`config.mk`:
```
export PLATFORM = sky130hd
export DESIGN_NAME = pipeline_hazard_tracker_core
export DESIGN_NICKNAME = d
export VERILOG_FILES = /design/src/design/pht_pkg.sv /design/src/design/pht_stages.sv /design/src/design/pht_ctrl.sv /design/src/design/pipeline_hazard_tracker_core.sv
export SDC_FILE = /design/constraint.sdc
export NUM_CORES = 1
export LEC_CHECK = 0
export ABC_AREA = 1
export BUFFER_PORTS_ARGS = -buffer_cell sky130_fd_sc_hd__buf_2
export CAP_MARGIN = 20
export CORE_ASPECT_RATIO = 2
export CORE_UTILIZATION = 45
export CTS_CLUSTER_DIAMETER = 30
export DETAILED_ROUTE_END_ITERATION = 8
export PLACE_DENSITY = 0.66
export SLEW_MARGIN = 20
export SYNTH_ARGS = -nofsm -noshare
export SYNTH_HDL_FRONTEND = slang
export SYNTH_SLANG_ARGS = --single-unit
```
`constraint.sdc`:
```
create_clock -name clk -period 15.8 [get_ports clk]
set_input_delay 0.79 -clock clk [delete_from_list [all_inputs] [get_ports clk]]
set_output_delay 0.79 -clock clk [all_outputs]
set_load 0.01 [all_outputs]
```
`src/design/pht_pkg.sv`:
```
`default_nettype none

package pht_pkg;

  // pipeline shape
  localparam int unsigned NUM_STAGES = 8;
  localparam int unsigned STG_W      = $clog2(NUM_STAGES);
  localparam int unsigned REG_W      = 5;
  localparam int unsigned CNT_W      = 32;
  localparam int unsigned NOW_W      = 6;
  localparam int unsigned NUM_HAZ    = 4;

  // stage numbers
  localparam logic [STG_W-1:0] ST_ID   = STG_W'(2);
  localparam logic [STG_W-1:0] ST_EXE1 = STG_W'(3);
  localparam logic [STG_W-1:0] ST_MEM2 = STG_W'(6);

  // cycle counter starts with the pipe already filled
  localparam logic [CNT_W-1:0] CYCLE_RST = CNT_W'(NUM_STAGES - 1);

  // command codes
  localparam logic [2:0] CMD_CLOCK = 3'd0;
  localparam logic [2:0] CMD_SRC   = 3'd1;
  localparam logic [2:0] CMD_DEST  = 3'd2;
  localparam logic [2:0] CMD_FLUSH = 3'd3;
  localparam logic [2:0] CMD_STALL = 3'd4;

  // one pipe stage as seen by the scan
  typedef struct packed {
    logic             vld;
    logic [REG_W-1:0] rnum;
    logic [STG_W-1:0] ready;
  } stage_ent_t;

  // operation applied to the pipe in one cycle
  typedef struct packed {
    logic             advance;
    logic             bubble;
    logic             write_id;
    logic [REG_W-1:0] wr_reg;
    logic [STG_W-1:0] wr_ready;
  } pipe_op_t;

  // incoming request fields
  typedef struct packed {
    logic [2:0]       cmd;
    logic [REG_W-1:0] rnum;
    logic [STG_W-1:0] stg;
    logic [7:0]       rep;
  } req_t;

  // running counters handed to the result register
  typedef struct packed {
    logic [CNT_W-1:0]              cycle;
    logic [CNT_W-1:0]              bubble;
    logic [CNT_W-1:0]              flush;
    logic [CNT_W-1:0]              stall;
    logic [NOW_W-1:0]              now;
    logic [NUM_HAZ-1:0][CNT_W-1:0] haz;
  } cnt_bundle_t;

endpackage

`default_nettype wire

```
`src/design/pht_stages.sv`:
```
`default_nettype none

module pht_stages (
  input  wire logic               clk,
  input  wire logic               rst_n,
  input  wire pht_pkg::pipe_op_t  op,
  input  wire logic [pht_pkg::STG_W-1:0] rd_idx,
  output pht_pkg::stage_ent_t     rd_ent
);
  import pht_pkg::*;

  logic [NUM_STAGES-1:0] vld_r, vld_nxt;
  logic [REG_W-1:0]      rnum_r  [NUM_STAGES];
  logic [REG_W-1:0]      rnum_nxt[NUM_STAGES];
  logic [STG_W-1:0]      rdy_r   [NUM_STAGES];
  logic [STG_W-1:0]      rdy_nxt [NUM_STAGES];

  // shift, bubble or id write
  always_comb begin
    vld_nxt = vld_r;
    for (int i = 0; i < NUM_STAGES; i++) begin
      rnum_nxt[i] = rnum_r[i];
      rdy_nxt[i]  = rdy_r[i];
    end
    if (op.advance) begin
      for (int i = 1; i < NUM_STAGES; i++) begin
        vld_nxt[i]  = vld_r[i-1];
        rnum_nxt[i] = rnum_r[i-1];
        rdy_nxt[i]  = rdy_r[i-1];
      end
      vld_nxt[0] = 1'b0;
    end else if (op.bubble) begin
      for (int i = int'(ST_EXE1) + 1; i < NUM_STAGES; i++) begin
        vld_nxt[i]  = vld_r[i-1];
        rnum_nxt[i] = rnum_r[i-1];
        rdy_nxt[i]  = rdy_r[i-1];
      end
      vld_nxt[ST_EXE1] = 1'b0;
    end else if (op.write_id) begin
      vld_nxt[ST_ID]  = 1'b1;
      rnum_nxt[ST_ID] = op.wr_reg;
      rdy_nxt[ST_ID]  = op.wr_ready;
    end
  end

  // valid bits
  always_ff @(posedge clk) begin
    if (!rst_n) begin
      vld_r <= '0;
    end else begin
      vld_r <= vld_nxt;
    end
  end

  // stage payload
  always_ff @(posedge clk) begin
    for (int i = 0; i < NUM_STAGES; i++) begin
      rnum_r[i] <= rnum_nxt[i];
      rdy_r[i]  <= rdy_nxt[i];
    end
  end

  // scan read port
  assign rd_ent.vld   = vld_r[rd_idx];
  assign rd_ent.rnum  = rnum_r[rd_idx];
  assign rd_ent.ready = rdy_r[rd_idx];

endmodule

`default_nettype wire

```
`src/design/pht_ctrl.sv`:
```
`default_nettype none

module pht_ctrl (
  input  wire logic                 clk,
  input  wire logic                 rst_n,
  input  wire logic                 req_valid,
  input  wire pht_pkg::req_t        req,
  output logic                      req_stall,
  input  wire logic                 out_free,
  output logic                      done,
  output pht_pkg::cnt_bundle_t      cnt,
  output pht_pkg::pipe_op_t         op,
  output logic [pht_pkg::STG_W-1:0] rd_idx,
  input  wire pht_pkg::stage_ent_t  rd_ent
);
  import pht_pkg::*;

  typedef enum logic [5:0] {
    S_IDLE = 6'b000001,
    S_DISP = 6'b000010,
    S_SCAN = 6'b000100,
    S_BUB  = 6'b001000,
    S_ADV  = 6'b010000,
    S_FIN  = 6'b100000
  } state_t;

  state_t                        state_r, state_nxt;
  req_t                          req_r, req_nxt;
  logic [STG_W-1:0]              idx_r, idx_nxt;
  logic [2:0]                    bub_r, bub_nxt;
  logic [7:0]                    rep_r, rep_nxt;
  logic [CNT_W-1:0]              cycle_r, cycle_nxt;
  logic [CNT_W-1:0]              bubble_r, bubble_nxt;
  logic [CNT_W-1:0]              flush_r, flush_nxt;
  logic [CNT_W-1:0]              stall_r, stall_nxt;
  logic [NOW_W-1:0]              now_r, now_nxt;
  logic [NUM_HAZ-1:0][CNT_W-1:0] haz_r, haz_nxt;

  logic                          match;
  logic [4:0]                    b_sum, b_sub, b_diff;
  logic                          need_bub;
  logic [1:0]                    haz_sel;

  // shared compare and subtract: bubbles owed by the scanned stage
  assign match    = rd_ent.vld && (rd_ent.rnum == req_r.rnum);
  assign b_sum    = {2'b00, rd_ent.ready} + 5'd2;
  assign b_sub    = {2'b00, idx_r} + {2'b00, req_r.stg};
  assign b_diff   = b_sum - b_sub;
  assign need_bub = match && (b_sum > b_sub);
  assign haz_sel  = 2'(idx_r - ST_EXE1);

  assign rd_idx    = idx_r;
  assign req_stall = (state_r != S_IDLE);

  // sequencer
  always_comb begin
    state_nxt   = state_r;
    req_nxt     = req_r;
    idx_nxt     = idx_r;
    bub_nxt     = bub_r;
    rep_nxt     = rep_r;
    cycle_nxt   = cycle_r;
    bubble_nxt  = bubble_r;
    flush_nxt   = flush_r;
    stall_nxt   = stall_r;
    now_nxt     = now_r;
    haz_nxt     = haz_r;
    op          = '0;
    op.wr_reg   = req_r.rnum;
    op.wr_ready = req_r.stg;
    done        = 1'b0;
    case (state_r)
      S_IDLE: begin
        if (req_valid) begin
          req_nxt   = req;
          state_nxt = S_DISP;
        end
      end
      S_DISP: begin
        now_nxt   = '0;
        idx_nxt   = ST_EXE1;
        rep_nxt   = req_r.rep;
        state_nxt = S_FIN;
        case (req_r.cmd)
          CMD_CLOCK: begin
            op.advance = 1'b1;
            cycle_nxt  = cycle_r + 32'd1;
          end
          CMD_SRC: begin
            if (req_r.rnum != '0) begin
              state_nxt = S_SCAN;
            end
          end
          CMD_DEST: begin
            op.write_id = 1'b1;
          end
          CMD_FLUSH, CMD_STALL: begin
            if (req_r.rep != 8'd0) begin
              state_nxt = S_ADV;
            end
          end
          default: begin
          end
        endcase
      end
      S_SCAN: begin
        if (match) begin
          haz_nxt[haz_sel] = haz_r[haz_sel] + 32'd1;
        end
        if (need_bub) begin
          bub_nxt   = b_diff[2:0];
          state_nxt = S_BUB;
        end else if (idx_r == ST_MEM2) begin
          state_nxt = S_FIN;
        end else begin
          idx_nxt = idx_r + 3'd1;
        end
      end
      S_BUB: begin
        op.bubble  = 1'b1;
        cycle_nxt  = cycle_r + 32'd1;
        bubble_nxt = bubble_r + 32'd1;
        now_nxt    = now_r + 6'd1;
        bub_nxt    = bub_r - 3'd1;
        if (bub_r == 3'd1) begin
          if (idx_r == ST_MEM2) begin
            state_nxt = S_FIN;
          end else begin
            idx_nxt   = idx_r + 3'd1;
            state_nxt = S_SCAN;
          end
        end
      end
      S_ADV: begin
        op.advance = 1'b1;
        cycle_nxt  = cycle_r + 32'd1;
        rep_nxt    = rep_r - 8'd1;
        if (req_r.cmd == CMD_FLUSH) begin
          flush_nxt = flush_r + 32'd1;
        end else begin
          stall_nxt = stall_r + 32'd1;
        end
        if (rep_r == 8'd1) begin
          state_nxt = S_FIN;
        end
      end
      S_FIN: begin
        if (out_free) begin
          done      = 1'b1;
          state_nxt = S_IDLE;
        end
      end
      default: begin
        state_nxt = S_IDLE;
      end
    endcase
  end

  // control and counters
  always_ff @(posedge clk) begin
    if (!rst_n) begin
      state_r  <= S_IDLE;
      cycle_r  <= CYCLE_RST;
      bubble_r <= '0;
      flush_r  <= '0;
      stall_r  <= '0;
      haz_r    <= '0;
      now_r    <= '0;
      bub_r    <= '0;
      rep_r    <= '0;
      idx_r    <= ST_EXE1;
    end else begin
      state_r  <= state_nxt;
      cycle_r  <= cycle_nxt;
      bubble_r <= bubble_nxt;
      flush_r  <= flush_nxt;
      stall_r  <= stall_nxt;
      haz_r    <= haz_nxt;
      now_r    <= now_nxt;
      bub_r    <= bub_nxt;
      rep_r    <= rep_nxt;
      idx_r    <= idx_nxt;
    end
  end

  // latched request
  always_ff @(posedge clk) begin
    req_r <= req_nxt;
  end

  assign cnt.cycle  = cycle_r;
  assign cnt.bubble = bubble_r;
  assign cnt.flush  = flush_r;
  assign cnt.stall  = stall_r;
  assign cnt.now    = now_r;
  assign cnt.haz    = haz_r;

  // scan index stays on the producer stages
  a_scan_range: assert property (@(posedge clk) disable iff (!rst_n)
    (state_r == S_SCAN) |-> (idx_r >= ST_EXE1 && idx_r <= ST_MEM2))
    else $error("scan index outside exe1..mem2");

  // a bubble state always owes at least one bubble
  a_bub_owed: assert property (@(posedge clk) disable iff (!rst_n)
    (state_r == S_BUB) |-> (bub_r != 3'd0))
    else $error("bubble state with nothing owed");

  // each bubble adds one to the per-request bubble count
  a_bub_now: assert property (@(posedge clk) disable iff (!rst_n)
    (state_r == S_BUB) |=> (now_r == $past(now_r) + 6'd1))
    else $error("bubbles_now did not step");

  // repeat loop always has cycles left and ticks the cycle counter
  a_adv_cycle: assert property (@(posedge clk) disable iff (!rst_n)
    (state_r == S_ADV) |-> (rep_r != 8'd0) ##1 (cycle_r == $past(cycle_r) + 32'd1))
    else $error("repeat loop out of step");

endmodule

`default_nettype wire

```
`src/design/pipeline_hazard_tracker_core.sv`:
```
`default_nettype none

// channel  | direction | handshake            | payload
// in_      | request   | in_valid / in_stall   | cmd, reg_num, stage_index, repeat_count
// out_     | result    | out_valid / out_stall | totals, bubbles_now, hazards per stage
//
// one request at a time; in_stall is high from acceptance until the result is loaded
// clock, destination write, unused codes, source of register zero: dispatch, then the
//   final load; out_valid rises as in_stall drops, and the next request can be taken
// source read: one stage compared per cycle, exe1 to mem2, pausing for owed bubbles
// flush or stall: repeat_count pipe advances, one per cycle
// a held result stalls only the final load; reset is synchronous and empties the pipe

module pipeline_hazard_tracker_core (
  input  wire logic        clk,
  input  wire logic        rst_n,
  input  wire logic        in_valid,
  output logic             in_stall,
  input  wire logic [2:0]  in_cmd,
  input  wire logic [4:0]  in_reg_num,
  input  wire logic [2:0]  in_stage_index,
  input  wire logic [7:0]  in_repeat_count,
  output logic             out_valid,
  input  wire logic        out_stall,
  output logic [31:0]      out_cycle_total,
  output logic [31:0]      out_bubble_total,
  output logic [31:0]      out_flush_total,
  output logic [31:0]      out_stall_total,
  output logic [5:0]       out_bubbles_now,
  output logic [31:0]      out_hazards_exe1,
  output logic [31:0]      out_hazards_exe2,
  output logic [31:0]      out_hazards_mem1,
  output logic [31:0]      out_hazards_mem2
);
  import pht_pkg::*;

  req_t             req;
  pipe_op_t         op;
  stage_ent_t       rd_ent;
  logic [STG_W-1:0] rd_idx;
  cnt_bundle_t      cnt;
  cnt_bundle_t      res_r;
  logic             done;
  logic             out_free;
  logic             out_valid_r, out_valid_nxt;

  assign req.cmd  = in_cmd;
  assign req.rnum = in_reg_num;
  assign req.stg  = in_stage_index;
  assign req.rep  = in_repeat_count;

  // sequencer with counters and shared compare unit
  pht_ctrl u_ctrl (
    .clk       (clk),
    .rst_n     (rst_n),
    .req_valid (in_valid),
    .req       (req),
    .req_stall (in_stall),
    .out_free  (out_free),
    .done      (done),
    .cnt       (cnt),
    .op        (op),
    .rd_idx    (rd_idx),
    .rd_ent    (rd_ent)
  );

  // eight-stage scoreboard
  pht_stages u_stages (
    .clk    (clk),
    .rst_n  (rst_n),
    .op     (op),
    .rd_idx (rd_idx),
    .rd_ent (rd_ent)
  );

  // result register
  assign out_free      = !out_valid_r || !out_stall;
  assign out_valid_nxt = done || (out_valid_r && out_stall);

  always_ff @(posedge clk) begin
    if (!rst_n) begin
      out_valid_r <= 1'b0;
    end else begin
      out_valid_r <= out_valid_nxt;
    end
  end

  always_ff @(posedge clk) begin
    if (done) begin
      res_r <= cnt;
    end
  end

  assign out_valid        = out_valid_r;
  assign out_cycle_total  = res_r.cycle;
  assign out_bubble_total = res_r.bubble;
  assign out_flush_total  = res_r.flush;
  assign out_stall_total  = res_r.stall;
  assign out_bubbles_now  = res_r.now;
  assign out_hazards_exe1 = res_r.haz[0];
  assign out_hazards_exe2 = res_r.haz[1];
  assign out_hazards_mem1 = res_r.haz[2];
  assign out_hazards_mem2 = res_r.haz[3];

endmodule

`default_nettype wire

```
; Yosys cells after proc, flatten, opt, wreduce, memory -nomap -nowiden
; Memory sizes are Yosys's and may differ from the RTL's. A register that Yosys moved wholly into a read port is not among the register bits.
; Cells that the tools add are included.
[word_totals]
ram_bits = 64
register_bits = 570
inputBits = 23
output_inout_bits = 264
memories = 2
word_cells = 160
[op_classes]
add_sub_neg = 13
order_cmp = 4
reduce_logical = 29
bitwise_logic = 1
n_mux = 57
eq_ne = 25
[memory_table]
columns = name, depth, word_bits, read_ports, rd_ports_with_merged_regs, wr, line
row1 = u_stages.rnum_r, 8, 5, 8, 1, 8, pht_stages.sv:13  ; logic [REG_W-1:0] rnum_r [NUM_STAGES];
row2 = u_stages.rdy_r, 8, 3, 8, 1, 8, pht_stages.sv:15  ; logic [STG_W-1:0] rdy_r [NUM_STAGES];
[op_table]
columns = cell, n
row1 = $add 32x1->32 const B, 5
row2 = $bwmux 128, 1
row3 = $mux 32, 3
row4 = $bmux 32 s2, 1
row5 = $demux 32 s2, 1
row6 = $pmux 32 s2, 1
row7 = $mux 6, 10
row8 = $mux 20, 2
row9 = $mux 3, 13
row10 = $pmux 6 s6, 1
row11 = $mux 5, 6
row12 = $mux 12, 2
row13 = $pmux 6 s2, 2
row14 = $pmux 8 s2, 1
row15 = $reduce_and 2->1, 7
row16 = $reduce_bool 2->1, 6
row17 = $ne 2x2->1 const B, 5
row18 = $mux 1, 9
row19 = $pmux 3 s3, 1
row20 = $eq 8x1->1 const B, 1
row21 = $ne 2x1->1 const B, 4
row22 = $reduce_bool 8->1, 1
row23 = $sub 8x1->8 const B, 1
row24 = $add 6x1->6 const B, 1
row25 = 35 further kinds, 44

; Longest topological paths before layout
[depth]
ltp_word = 8
depth_mapped = 20
depth_no_buf = 17

; Cells and area by module
; A second synthesis with hierarchy kept.
[hier_totals]
cells_unflattened = 3101
area_unflattened_um2 = 27102.2
[by_module_without_submodules]
columns = mod, area_per_inst_um2, seq_area_each_um2, cells_each, n_inst
row1 = pht_ctrl, 17013.8, 6216.0, 2654, 1
row2 = pipeline_hazard_tracker_core, 7910.1, 7887.6, 267, 1
row3 = pht_stages, 2178.3, 1561.5, 180, 1

; Least setup slack after synthesis
; OpenSTA, ideal clock, no wires.
[synth_timing]
kind = flip-flop to flip-flop
from = register u_ctrl.state_r[2]
to = register res_r (netlist bit out_bubble_total[0]) (enable)
path_buffers = 0
setup_time_ns = 0.889
required_time_ns = 14.911
slack_ns = 3.187
path_stages_with_launch = 6
synth_period_minus_slack_ns = 12.613
arrival_time_ns = 11.724
cell_sequence = dfxtp_1 > nor2_1 > nand2_1 > nor3_1 > inv_1 > nor2_1
[synth_via]
elab_chain_len = 2
[synth_rtl]
columns = element, line
row1 = start: declaration, pht_ctrl.sv:27  ; state_t state_r, state_nxt;
row2 = start signal: assignment, pht_ctrl.sv:173  ; state_r <= state_nxt;
row3 = $eq 6x6->1, pht_ctrl.sv:72  ; case (state_r)
row4 = $mux 1, pht_ctrl.sv:72
row5 = named net done, pipeline_hazard_tracker_core.sv:43  ; logic done;
row6 = end signal: assignment, pipeline_hazard_tracker_core.sv:90  ; res_r <= cnt;
row7 = end: declaration, pipeline_hazard_tracker_core.sv:42  ; cnt_bundle_t res_r;
; The timed path passes the listed nets, and every way through them passes these cells.
; A chain may end at the register's enable or synchronous reset.

; Final worst setup path
[layout_timing]
from = register u_ctrl.idx_r[0] (netlist: u_ctrl.rd_idx[0])
to = register u_ctrl.haz_r (netlist bit u_ctrl.cnt[54])
[layout_via]
elab_chain_len = 6
word_cells_on_any_way = 14
classes_between = add/sub: 2 / order compare: 2 / mux: 7 / reduce/logical: 3
[layout_rtl]
columns = element, line
row1 = start: declaration, pht_ctrl.sv:29  ; logic [STG_W-1:0] idx_r, idx_nxt;
row2 = start signal: assignment, pht_ctrl.sv:182  ; idx_r <= idx_nxt;
row3 = "parallel branches: the longest is 6 deep, another holds $add 32x1->32", -
row4 = end signal: assignment, pht_ctrl.sv:178  ; haz_r <= haz_nxt;
row5 = end: declaration, pht_ctrl.sv:37  ; logic [NUM_HAZ-1:0][CNT_W-1:0] haz_r, haz_nxt;
; Several ways; the timed one is not identified. The select of a mux whose other input is x is not followed.

==> results.md <==
- The flow ran to the end, and the final reports show no timing, DRC or antenna violations.
- The total power divided by cell area is 124 nW/µm².
- The area of the mapped netlist is 25400 µm².
- Setup total negative slack on the finished layout was measured at 0 ps.
- Detailed routing inserted a total of 20200 vias.
- A synthesized cell averages 9.48 µm².
- By area the synthesized netlist is led by edfxtp_1 (39%), dfxtp_1 (23%), nand2_1 (7.7%), nor2_1 (6.4%), o21ai_0 (3.9%).
- For this configuration, the core starts out at a cell density of 45.7%.
- The clock latency at the later pin of the worst-skew pair is 610 ps.
- In the synthesized netlist, the number of instances is 2679.
- Counting flops with an async set or reset pin after synthesis yields a share of 0%.
- Across every metal layer, demand over resource in global routing totals 24.9%.
- The first-pass iteration count of the detailed router is 5.
- Dividing the detail-routed via count by the number of cells gives 5.35.
- TritonCTS built the clock tree.
- Among all flip-flop cells after synthesis, the most frequent one is edfxtp_1.
- Routability-driven placement finished with a final weighted congestion of 0.966.
- In this run the horizontal extent of the chip is 170 µm.
- The HPWL after detailed placement is 49900 µm.
- The minimum period implied by the final worst setup slack is 4180 ps.
- The post-route DRC violation count is 0.
- The post-synthesis cell type with the largest combined area is edfxtp_1.
- Setup repair after global routing left no endpoint under its margin.
- During placement, the flow inserted port buffers numbering 286.
- The startpoint-to-endpoint class of the critical path is reg -> reg.
- The max-capacitance violation count is 0.
- The fraction of layout instances using a drive strength above 1 is 15.6%.
- The share of the Yosys chip area taken by registers is 61.9%.
- The worst relative slew slack is 23.7%.
- For this design the top-level I/O count stands at 287.
- The clock root buffer master is clkbuf_16.
- At the worst endpoint, the required time is 16330 ps.
- The number of hold violations in the final report is 0.
- The number of nets still failing antenna checks after routing is 0.
- The flip-flop count of the largest register, all copies and words added is 128.
- OpenSTA, run right after detailed placement, puts the worst setup slack at 11770 ps.
- The number of nets in the layout is 3010.
- Compared with the post-synthesis result, the final layout area differs by 18.5%.
- The number of H-tree branching levels is 3.
- The kind of end point of the critical path is a flip-flop.
- In this run, distinct cell masters in the synthesized netlist total 52.
- The post-cts sizing count is 0.
- The path class of the tightest hold or removal check is in -> reg.
- The setup slack after layout is 11620 ps.
- The number of placement rows is 122.
- The ratio of final minimum period to clock period is 26.4%.
- After clock tree synthesis, the flow added hold-fix buffers numbering 0.
- Among all cell types in the netlist, the one instantiated most often is nand2_1.
- The worst register-to-register path has a setup slack of 11620 ps.
- The number of global-route vias before repair is 20100.
- The number of violations reported at the end of detailed-routing iteration 0 is 1531.
- Based on the critical path, the design can be clocked at up to 239 MHz.
- Counting flops with a built-in enable in the synthesized netlist gives 329.
- The first global-routing pass estimated 108000 µm of wire.
- The total overflow left after global routing is 0.
- The die covers 57400 µm².
- The share of the synthesized area in the top cell type is 38.9%.
- The antenna diode count is 0.
- VDD sags by at most 0.0891 mV.
- The post-route clock skew is 33.9 ps.
- TritonCTS created 76 clock buffers.
- The initial antenna violation count is 1.
- The number of register bits inferred by synthesis is 621.
- The number of buffers between clock root and the deepest sink is 3.
- The sequential cells in the finished layout cover a total of 15700 µm².
- Summed over all layers, the routed wires come to 71800 µm.
- The post-CTS setup buffer count is 0.
- At the worst endpoint, the arrival time is 4710 ps.
- Counting instances in the post-synthesis netlist gives the leading cell types as nand2_1 (520), nor2_1 (433), edfxtp_1 (329).
- After filler insertion, the fill cell instance count of the layout stands at 5044.
- The max-slew violation count is 0.
- The leakage power is 0.0121 µW.
- Entering global routing, the biggest net connects 199 pins.
- After detailed routing, the average wire length per cell comes to 19.0 µm.
- Setup violations remaining at the end of the flow were counted as 0.
- The height of the die is 338 µm.
- Of all nets on the critical path, the largest fanout is 62.
- The synthesized net count is 2727.
- After clock tree synthesis, the clock-pin slew on the worst setup and hold paths is 70 ps.
- The area of the multi-input gates is 8480 µm².
- The region available for standard cell placement spans 55600 µm².
- At the pin with the least slew margin, the transition time is 1140 ps.
- For this run, the number of Yosys warnings is 0.
- The worst setup path is launched from a flip-flop.
- The total number of clock tree sinks is 621.
## cell usage in the layout (no fill, tap or decap), types with 13 or more instances in the layout
cell | netlist | final
a21oi_1 | 128 | 128
buf_2 | 36 | 285
clkbuf_16 | 0 | 77
dfxtp_1 | 292 | 291
edfxtp_1 | 329 | 329
ha_1 | 23 | 23
inv_1 | 204 | 204
inv_6 | 0 | 13
nand2_1 | 520 | 516
nand3_1 | 125 | 125
nand4_1 | 47 | 47
nor2_1 | 433 | 431
nor3_1 | 67 | 67
nor4_1 | 25 | 25
o21ai_0 | 196 | 196
xnor2_1 | 26 | 26
xor2_1 | 49 | 49
## layer usage
layer  wire length [µm]  GRT usage [%]
met5                  0              0
met4               5490           19.4
met3               4790           4.50
met2              36800           45.2
met1              24800           24.8
## power by group
group,total (µW),switching [µW],internal (µW),leakage (µW)
clock,1780,740,1040,0.00127
combinational,220,158,61.1,0.00504
sequential,1720,12.2,1700,0.00577
## critical path, stage by stage, from the launching register on
cell and delay, ps:
dfxtp_2 320, inv_2 40, buf_4 550, ha_1 370, inv_2 560, o21ai_0 210
o21ai_1 250, ha_1 250, nand3_1 200, nor2_1 370, nand2_1 230, inv_2 120
nand4_1 120, xor2_1 300, nor2_1 80, nor2_1 110
## kinds of logic after synthesis
kind of cell,synth area share (%)
AND/OR/NAND/NOR,21.3
flip-flops,61.9
AO/OA/AOI/OAI,8.14
buffers and inverters,4.75
XOR/XNOR,2.59
adder cells (fa/ha/maj),1.29
## cell type report
type	instances	area share, %
clock buffers	89	6.79
well taps	744	3.09
flip-flops and latches	621	52.3
repair buffers	295	5.03
multi-input cells	1753	28.2
inverters	215	2.69
clock inverters	53	1.97
## final timing paths
check,to,depth (start not counted),start
max reg2reg,u_ctrl.cnt[54],15,u_ctrl.rd_idx[0]
min reg2reg,u_stages.rdy_r[4][1],0,u_stages.rdy_r[3][1]
max,u_ctrl.cnt[54],15,u_ctrl.rd_idx[0]
min,u_ctrl.req_r[3],1,in_repeat_count[3]
## per-stage QoR
step | std cells | power, µW | area [µm²] | util [%] | hold slack, ps
global route | 3770 | 3830 | 30100 | 54.2 | 343
finish | 3770 | 3720 | 30100 | 54.2 | 373
floorplan | 2679 | 1910 | 25400 | - | 418
CTS | 3770 | 3740 | 30100 | 54.2 | 337
global placement | 3628 | 1960 | 27500 | 49.4 | 425
detailed placement | 3628 | 1970 | 27500 | 49.4 | 430
Power figures use the tool's default switching activity.
